[config.mk]
export PLATFORM = sky130hd
export DESIGN_NAME = fftr2_bfly
export DESIGN_NICKNAME = d
export VERILOG_FILES = /design/src/hdl/fftr2_pkg.sv /design/src/hdl/fftr2_bfly.sv
export SDC_FILE = /design/constraint.sdc
export NUM_CORES = 2
export LEC_CHECK = 0
export BUFFER_PORTS_ARGS = -buffer_cell sky130_fd_sc_hd__buf_2
export CAP_MARGIN = 20
export CORE_MARGIN = 4
export CORE_UTILIZATION = 58
export DETAILED_ROUTE_END_ITERATION = 10
export MAX_ROUTING_LAYER = met4
export PLACE_DENSITY = 0.75
export SLEW_MARGIN = 20
export SYNTH_ARGS = -nofsm -noshare
export SYNTH_HDL_FRONTEND = slang
export SYNTH_SLANG_ARGS = --single-unit
[constraint.sdc]
create_clock -name clk -period 7.2 [get_ports clk]
set_input_delay 0 -clock clk [delete_from_list [all_inputs] [get_ports clk]]
set_output_delay 0 -clock clk [all_outputs]
set_load 0.01 [all_outputs]
[src/hdl/fftr2_pkg.sv]
// Shared types, constants and table functions for the 256-point radix-2 FFT core.
package fftr2_pkg;

    localparam int POINTS    = 256;
    localparam int ADDR_W    = 8;
    localparam int SAMPLE_W  = 16;
    localparam int TWID_W    = 17;
    localparam int STAGES    = 8;

    localparam logic KIND_LOAD  = 1'b0;
    localparam logic KIND_FETCH = 1'b1;

    typedef enum logic [3:0] {
        ST_IDLE,
        ST_RO_RD,
        ST_RO_WR,
        ST_BF_RD,
        ST_BF_MUL,
        ST_BF_ADD,
        ST_BF_WA,
        ST_BF_WB,
        ST_FETCH
    } state_t;

    // Pipeline enables for the butterfly unit
    typedef struct packed {
        logic mul_en;
        logic add_en;
    } bfly_ctl_t;

    // Quarter-wave cosine, cos(pi*k/128) with 16 fraction bits, k = 0..64
    function automatic logic [TWID_W-1:0] cos_q16(input logic [6:0] k);
        logic [TWID_W-1:0] v;
        case (k)
            7'd0:  v = 17'd65536; 7'd1:  v = 17'd65516; 7'd2:  v = 17'd65457;
            7'd3:  v = 17'd65358; 7'd4:  v = 17'd65220; 7'd5:  v = 17'd65043;
            7'd6:  v = 17'd64826; 7'd7:  v = 17'd64571; 7'd8:  v = 17'd64276;
            7'd9:  v = 17'd63943; 7'd10: v = 17'd63571; 7'd11: v = 17'd63162;
            7'd12: v = 17'd62714; 7'd13: v = 17'd62228; 7'd14: v = 17'd61705;
            7'd15: v = 17'd61144; 7'd16: v = 17'd60547; 7'd17: v = 17'd59913;
            7'd18: v = 17'd59243; 7'd19: v = 17'd58538; 7'd20: v = 17'd57797;
            7'd21: v = 17'd57022; 7'd22: v = 17'd56212; 7'd23: v = 17'd55368;
            7'd24: v = 17'd54491; 7'd25: v = 17'd53581; 7'd26: v = 17'd52639;
            7'd27: v = 17'd51665; 7'd28: v = 17'd50660; 7'd29: v = 17'd49624;
            7'd30: v = 17'd48558; 7'd31: v = 17'd47464; 7'd32: v = 17'd46340;
            7'd33: v = 17'd45189; 7'd34: v = 17'd44011; 7'd35: v = 17'd42806;
            7'd36: v = 17'd41575; 7'd37: v = 17'd40319; 7'd38: v = 17'd39039;
            7'd39: v = 17'd37736; 7'd40: v = 17'd36409; 7'd41: v = 17'd35061;
            7'd42: v = 17'd33692; 7'd43: v = 17'd32302; 7'd44: v = 17'd30893;
            7'd45: v = 17'd29465; 7'd46: v = 17'd28020; 7'd47: v = 17'd26557;
            7'd48: v = 17'd25079; 7'd49: v = 17'd23586; 7'd50: v = 17'd22078;
            7'd51: v = 17'd20557; 7'd52: v = 17'd19024; 7'd53: v = 17'd17479;
            7'd54: v = 17'd15923; 7'd55: v = 17'd14359; 7'd56: v = 17'd12785;
            7'd57: v = 17'd11204; 7'd58: v = 17'd9616;  7'd59: v = 17'd8022;
            7'd60: v = 17'd6423;  7'd61: v = 17'd4821;  7'd62: v = 17'd3215;
            7'd63: v = 17'd1608;
            default: v = 17'd0;
        endcase
        return v;
    endfunction

    // Reverse the bits of an 8-bit index
    function automatic logic [ADDR_W-1:0] rev8(input logic [ADDR_W-1:0] x);
        logic [ADDR_W-1:0] r;
        for (int i = 0; i < ADDR_W; i++) begin
            r[i] = x[ADDR_W-1-i];
        end
        return r;
    endfunction

endpackage

[src/hdl/fftr2_bfly.sv]
// Shared butterfly unit: registered complex multiply, then registered sum and difference.
module fftr2_bfly #(
    parameter int FRACTION_BITS = 14
) (
    input  logic                                 clk,
    input  fftr2_pkg::bfly_ctl_t                 ctl,
    input  logic signed [fftr2_pkg::SAMPLE_W-1:0] a_re,
    input  logic signed [fftr2_pkg::SAMPLE_W-1:0] a_im,
    input  logic signed [fftr2_pkg::SAMPLE_W-1:0] b_re,
    input  logic signed [fftr2_pkg::SAMPLE_W-1:0] b_im,
    input  logic signed [fftr2_pkg::TWID_W-1:0]   w_re,
    input  logic signed [fftr2_pkg::TWID_W-1:0]   w_im,
    output logic signed [fftr2_pkg::SAMPLE_W-1:0] sum_re,
    output logic signed [fftr2_pkg::SAMPLE_W-1:0] sum_im,
    output logic signed [fftr2_pkg::SAMPLE_W-1:0] dif_re,
    output logic signed [fftr2_pkg::SAMPLE_W-1:0] dif_im
);

    localparam int PROD_W = fftr2_pkg::SAMPLE_W + fftr2_pkg::TWID_W;

    logic signed [PROD_W-1:0] p_rr, p_ii, p_ri, p_ir;
    logic signed [fftr2_pkg::SAMPLE_W-1:0] q_rr_reg, q_ii_reg, q_ri_reg, q_ir_reg;
    logic signed [fftr2_pkg::SAMPLE_W-1:0] ar_reg, ai_reg;
    logic signed [fftr2_pkg::SAMPLE_W-1:0] tr, ti;

    // Products, floored to the fraction and wrapped to 16 bits
    always_comb
    begin
        p_rr = PROD_W'(b_re) * PROD_W'(w_re);
        p_ii = PROD_W'(b_im) * PROD_W'(w_im);
        p_ri = PROD_W'(b_re) * PROD_W'(w_im);
        p_ir = PROD_W'(b_im) * PROD_W'(w_re);
    end

    always_ff @(posedge clk)
    begin
        if (ctl.mul_en)
        begin
            q_rr_reg <= fftr2_pkg::SAMPLE_W'(p_rr >>> FRACTION_BITS);
            q_ii_reg <= fftr2_pkg::SAMPLE_W'(p_ii >>> FRACTION_BITS);
            q_ri_reg <= fftr2_pkg::SAMPLE_W'(p_ri >>> FRACTION_BITS);
            q_ir_reg <= fftr2_pkg::SAMPLE_W'(p_ir >>> FRACTION_BITS);
            ar_reg   <= a_re;
            ai_reg   <= a_im;
        end
    end

    // Twiddled b, then sum and difference with a
    always_comb
    begin
        tr = q_rr_reg - q_ii_reg;
        ti = q_ri_reg + q_ir_reg;
    end

    always_ff @(posedge clk)
    begin
        if (ctl.add_en)
        begin
            sum_re <= ar_reg + tr;
            sum_im <= ai_reg + ti;
            dif_re <= ar_reg - tr;
            dif_im <= ai_reg - ti;
        end
    end

endmodule

; Word-level counts from Yosys, hierarchy flattened
; Index checks and enable logic that the tools add are counted.
[op_classes]
n_addsub = 6
multipliers = 4
[op_table]
columns = op, n
row1 = 16-bit by 17-bit multiplier with 30-bit output, 4
row2 = 16-bit adder, 3
row3 = 16-bit subtractor, 3
[totals]
regBits = 160
in_bits = 101

; Logic depth before layout (Yosys ltp)
[logic_depth]
depth_word = 2
ltp_mapped = 25
ltp_nobuf = 23

; Worst setup path after synthesis
; Ideal clock, no wire load.
[synth_path]
path_type = in2reg
start = input port w_im[16] in the netlist's numbering
end = register q_ii_reg[12] in the netlist's numbering, data pin
setup_ns = 0.258
path_stages = 22
required_ns = 6.942
arrival_ns = 5.657
path_buffers = 2
slack_ns = 1.285
cell_sequence = clkbuf_1 > clkbuf_1 > nand2_1 > fa_1 > fa_1 > fa_1 > inv_1 > fa_1 > fa_1 > inv_1 > fa_1 > inv_1 > ha_1 > a21o_1 > a21o_1 > a21o_1 > a221oi_1 > a21oi_1 > or2_1 > a21o_1 > a211oi_1 > nor2_1
[synth_between]
elab_chain_cells = 1
[synth_rtl]
columns = item, line_no
row1 = "start, declared", fftr2_bfly.sv:12  ; input logic signed [fftr2_pkg::TWID_W-1:0] w_im,
row2 = 16-bit by 17-bit multiplier with 30-bit output, fftr2_bfly.sv:30  ; p_ii = PROD_W'(b_im) * PROD_W'(w_im);
row3 = via p_ii[26], fftr2_bfly.sv:21  ; logic signed [PROD_W-1:0] p_rr, p_ii, p_ri, p_ir;
row4 = "end signal, assigned", fftr2_bfly.sv:40  ; q_ii_reg <= fftr2_pkg::SAMPLE_W'(p_ii >>> FRACTION_BITS);
row5 = "end, declared", fftr2_bfly.sv:22  ; logic signed [fftr2_pkg::SAMPLE_W-1:0] q_rr_reg, q_ii_reg, q_ri_reg, q_ir_reg;
; The timed path passes the listed nets, and every way through them passes these cells.
; A chain may end at the register's enable or synchronous reset.

; Worst setup path in the final report
[layout_path]
start = input port w_re[9] in the netlist's numbering
end = register q_rr_reg[14] in the netlist's numbering, data pin
[layout_between]
elab_chain_cells = 1
[layout_rtl]
columns = item, line_no
row1 = "start, declared", fftr2_bfly.sv:11  ; input logic signed [fftr2_pkg::TWID_W-1:0] w_re,
row2 = 16-bit by 17-bit multiplier with 30-bit output, fftr2_bfly.sv:29  ; p_rr = PROD_W'(b_re) * PROD_W'(w_re);
row3 = via p_rr[28], fftr2_bfly.sv:21
row4 = "end signal, assigned", fftr2_bfly.sv:39  ; q_rr_reg <= fftr2_pkg::SAMPLE_W'(p_rr >>> FRACTION_BITS);
row5 = "end, declared", fftr2_bfly.sv:22
; The timed path passes the listed nets, and every way through them passes these cells.

==> impl_metrics.json <==
{
  "status": "finished, final reports clean",
  "fin_cells": 5962,
  "rsz0062_at_grt": "no",
  "synth-edff-count": 158,
  "hp-start": "ctl[1]",
  "r2r_start": "q_rr_reg[0]",
  "fin_worst_skew_ps": 25.1,
  "min_path_type": "in -> reg",
  "seqCellArea_um2": 4740,
  "multiInputGateArea_um2": 35800,
  "timing.fmax_ghz": 0.163,
  "io_buffers": 164,
  "vias_per_cell": 5.36,
  "synth_cell_types": 77,
  "wire_per_inst_um": 18.3,
  "final_layout_size_suffix_gt1_frac": 0.0572,
  "ff2ff_setup_slack_ps": 2350,
  "n_fill_cell": 6366,
  "die_area_um2": 83800,
  "clk_latency_ps": 490,
  "ant_nets": 0,
  "synth_top_area_frac": 0.442,
  "cts_tree": "built",
  "synth_top_flop_cell": "edfxtp_1",
  "clock_path_buffers": 2,
  "grt_pass1_wl_um": 181000,
  "setup_viol": 0,
  "path_clk_slew_ps": 80,
  "cts_buffers": 17,
  "grt_pass1_vias": 35300,
  "layout.nets": 6412,
  "synthesis.area_um2": 46000,
  "root_buffer": "clkbuf_16",
  "worstSetupStartpointType": "input port",
  "setup_tns_ps": 0,
  "hold_viol_final": 0,
  "htree_levels": 4,
  "syn_nets": 6361,
  "num_rows": 102,
  "dp.cells": 5886,
  "detail_route.wirelength_um": 109000,
  "cts_setup_buffers": 0,
  "cts-resized-gates": 0,
  "whs_path_depth": 1,
  "tightest_slew_ps": 1010,
  "drc_errors": 0,
  "slew_viol_final": 0,
  "synthArstFlopShare": 0,
  "ys_seq_area_frac": 0.103,
  "area_delta_synth_final_pct": 5.77,
  "boundaryPins": 165,
  "maxCapViolCount": 0,
  "critical_path.max_fanout": 32,
  "arrival_ps": 6410,
  "crit_required_ps": 7490,
  "track_usage": 0.285,
  "crit_type": "in -> reg",
  "die_x_um": 290,
  "hold_end": "ai_reg[15]",
  "vias": 32000,
  "cp-end-kind": "register",
  "core_um2": 78000,
  "synth_top_area_cell": "fa_1",
  "whs_ps": 103,
  "gp_congestion": 0.934,
  "yosys-top-cells-area": "fa_1, ha_1, edfxtp_1",
  "antenna_found_initial": 14,
  "regToRegEndpoint": "dif_re[15]",
  "dpl.hpwl_um": 88000,
  "initial_core_util": 0.590,
  "ys_seq_elements": 158,
  "grt_max_degree": 63,
  "yosys_warnings": 0,
  "fin_crit_sh": 0.850,
  "clock-sinks": 158,
  "netlist_instances": 4846,
  "first_pass_iters": 6,
  "r2r_cells": 20,
  "slew_headroom": 0.326,
  "die_y_um": 290,
  "drt_iter0_markers": 1903,
  "overflow": 0,
  "fin_crit_ps": 6120,
  "avgSynthCellArea_um2": 9.49
}
## cell usage after synthesis (3+ instances only)
| cell type | instances |
|---|---|
| a211o_1 | 5 |
| o211ai_1 | 9 |
| o21ai_0 | 35 |
| o2111ai_1 | 4 |
| a21oi_1 | 83 |
| a31oi_1 | 12 |
| nor2_1 | 124 |
| nor3_1 | 42 |
| and3_1 | 13 |
| or2_2 | 3 |
| o311ai_0 | 4 |
| nand2_1 | 543 |
| a21oi_2 | 5 |
| edfxtp_1 | 158 |
| o21ai_2 | 3 |
| fa_1 | 1014 |
| nand3_1 | 22 |
| or3_1 | 13 |
| xnor2_1 | 152 |
| xor2_1 | 57 |
| o31ai_1 | 4 |
| nand3b_1 | 3 |
| inv_1 | 1228 |
| nand2b_1 | 30 |
| a311o_1 | 3 |
| o21bai_1 | 18 |
| nand4_1 | 5 |
| o21a_1 | 12 |
| a2111oi_0 | 4 |
| nor2b_1 | 11 |
| a211oi_1 | 8 |
| nor4_1 | 3 |
| and2_1 | 504 |
| o41ai_2 | 3 |
| a2111o_1 | 3 |
| clkbuf_1 | 212 |
| a21o_1 | 35 |
| a31o_2 | 3 |
| ha_1 | 400 |
| and4_1 | 4 |
| o21ai_1 | 4 |
## area by class of cell
class / count / area share
flip-flops and latches: 158 / 0.0976
diodes: 12 / 0.000618
well taps: 1040 / 0.0268
clock buffers: 17 / 0.00875
clock inverters: 15 / 0.00342
inverters: 1228 / 0.0948
multi-input cells: 3243 / 0.736
repair buffers: 249 / 0.0320
## worst max-delay path, stage by stage
cell and delay, ps:
buf_2 500, nand2_1 170, fa_1 510, fa_1 460, fa_1 540, inv_1 50, fa_1 490, fa_1 500
inv_1 50, fa_1 470, inv_1 50, ha_1 280, a2111oi_0 530, o211ai_1 170, a21oi_1 330, nor3_1 110
o21ai_1 350, a31oi_1 250, o21ai_2 250, nand2_1 110, o311ai_1 240
## per-layer routing
layer | routed length, um | track usage | up-vias
met5 | 0 | - | -
met4 | 3830 | 0.0973 | 0
met1 | 43500 | 0.358 | 16300
met2 | 53200 | 0.473 | 1089
li1 | - | - | 14400
met3 | 8330 | 0.0476 | 234
## what timing repair did
| action | in CTS | in global routing |
|---|---|---|
| setup endpoints to repair | 0 | 0 |
| hold buffers | 32 | 0 |
| hold endpoints to repair | 32 | 0 |
## through the flow
stage          utilization  setup WS [ps]  cell area, um^2
2_1_floorplan            -           1280            46000
3_3_place_gp         0.612            688            47700
3_5_place_dp         0.612            559            47700
4_1_cts              0.623           1060            48600
5_1_grt              0.624            684            48600
6_report             0.624           1080            48600
## logic make-up (layout without fill, tap and decap cells)
family          count (synthesis)  in the layout  synth area share
mux                             1              1          0.000218
xor+xnor                      209            209            0.0398
simple gates                 1331           1331             0.144
other cells                     0             12                 0
buf+inv                      1445           1509             0.118
fa+ha+maj                    1414           1414             0.550
compound gates                288            288            0.0440
flops                         158            158             0.103
## how the worst max path moves through the flow
| stage | depth (start not counted) | from | endpoint |
|---|---|---|---|
| after floorplan | 22 | w_im[16] | q_ii_reg[12] |
| after global placement | 21 | w_re[9] | q_rr_reg[14] |
| after detailed placement | 21 | w_re[9] | q_rr_reg[14] |
| after CTS | 21 | w_re[9] | q_rr_reg[14] |
| after global routing | 21 | w_re[9] | q_rr_reg[14] |
| final | 21 | w_re[9] | q_rr_reg[14] |
## cell usage in the layout (no fill, tap or decap), types with 83 or more instances in the layout
master	Yosys	layout
inv_1	1228	1228
fa_1	1014	1014
nand2_1	543	543
and2_1	504	504
ha_1	400	400
buf_2	1	163
edfxtp_1	158	158
xnor2_1	152	152
nor2_1	124	124
a21oi_1	83	83
Power is not shown: default switching activity piles up to over one toggle a cycle in this logic, so the estimate is an artifact.
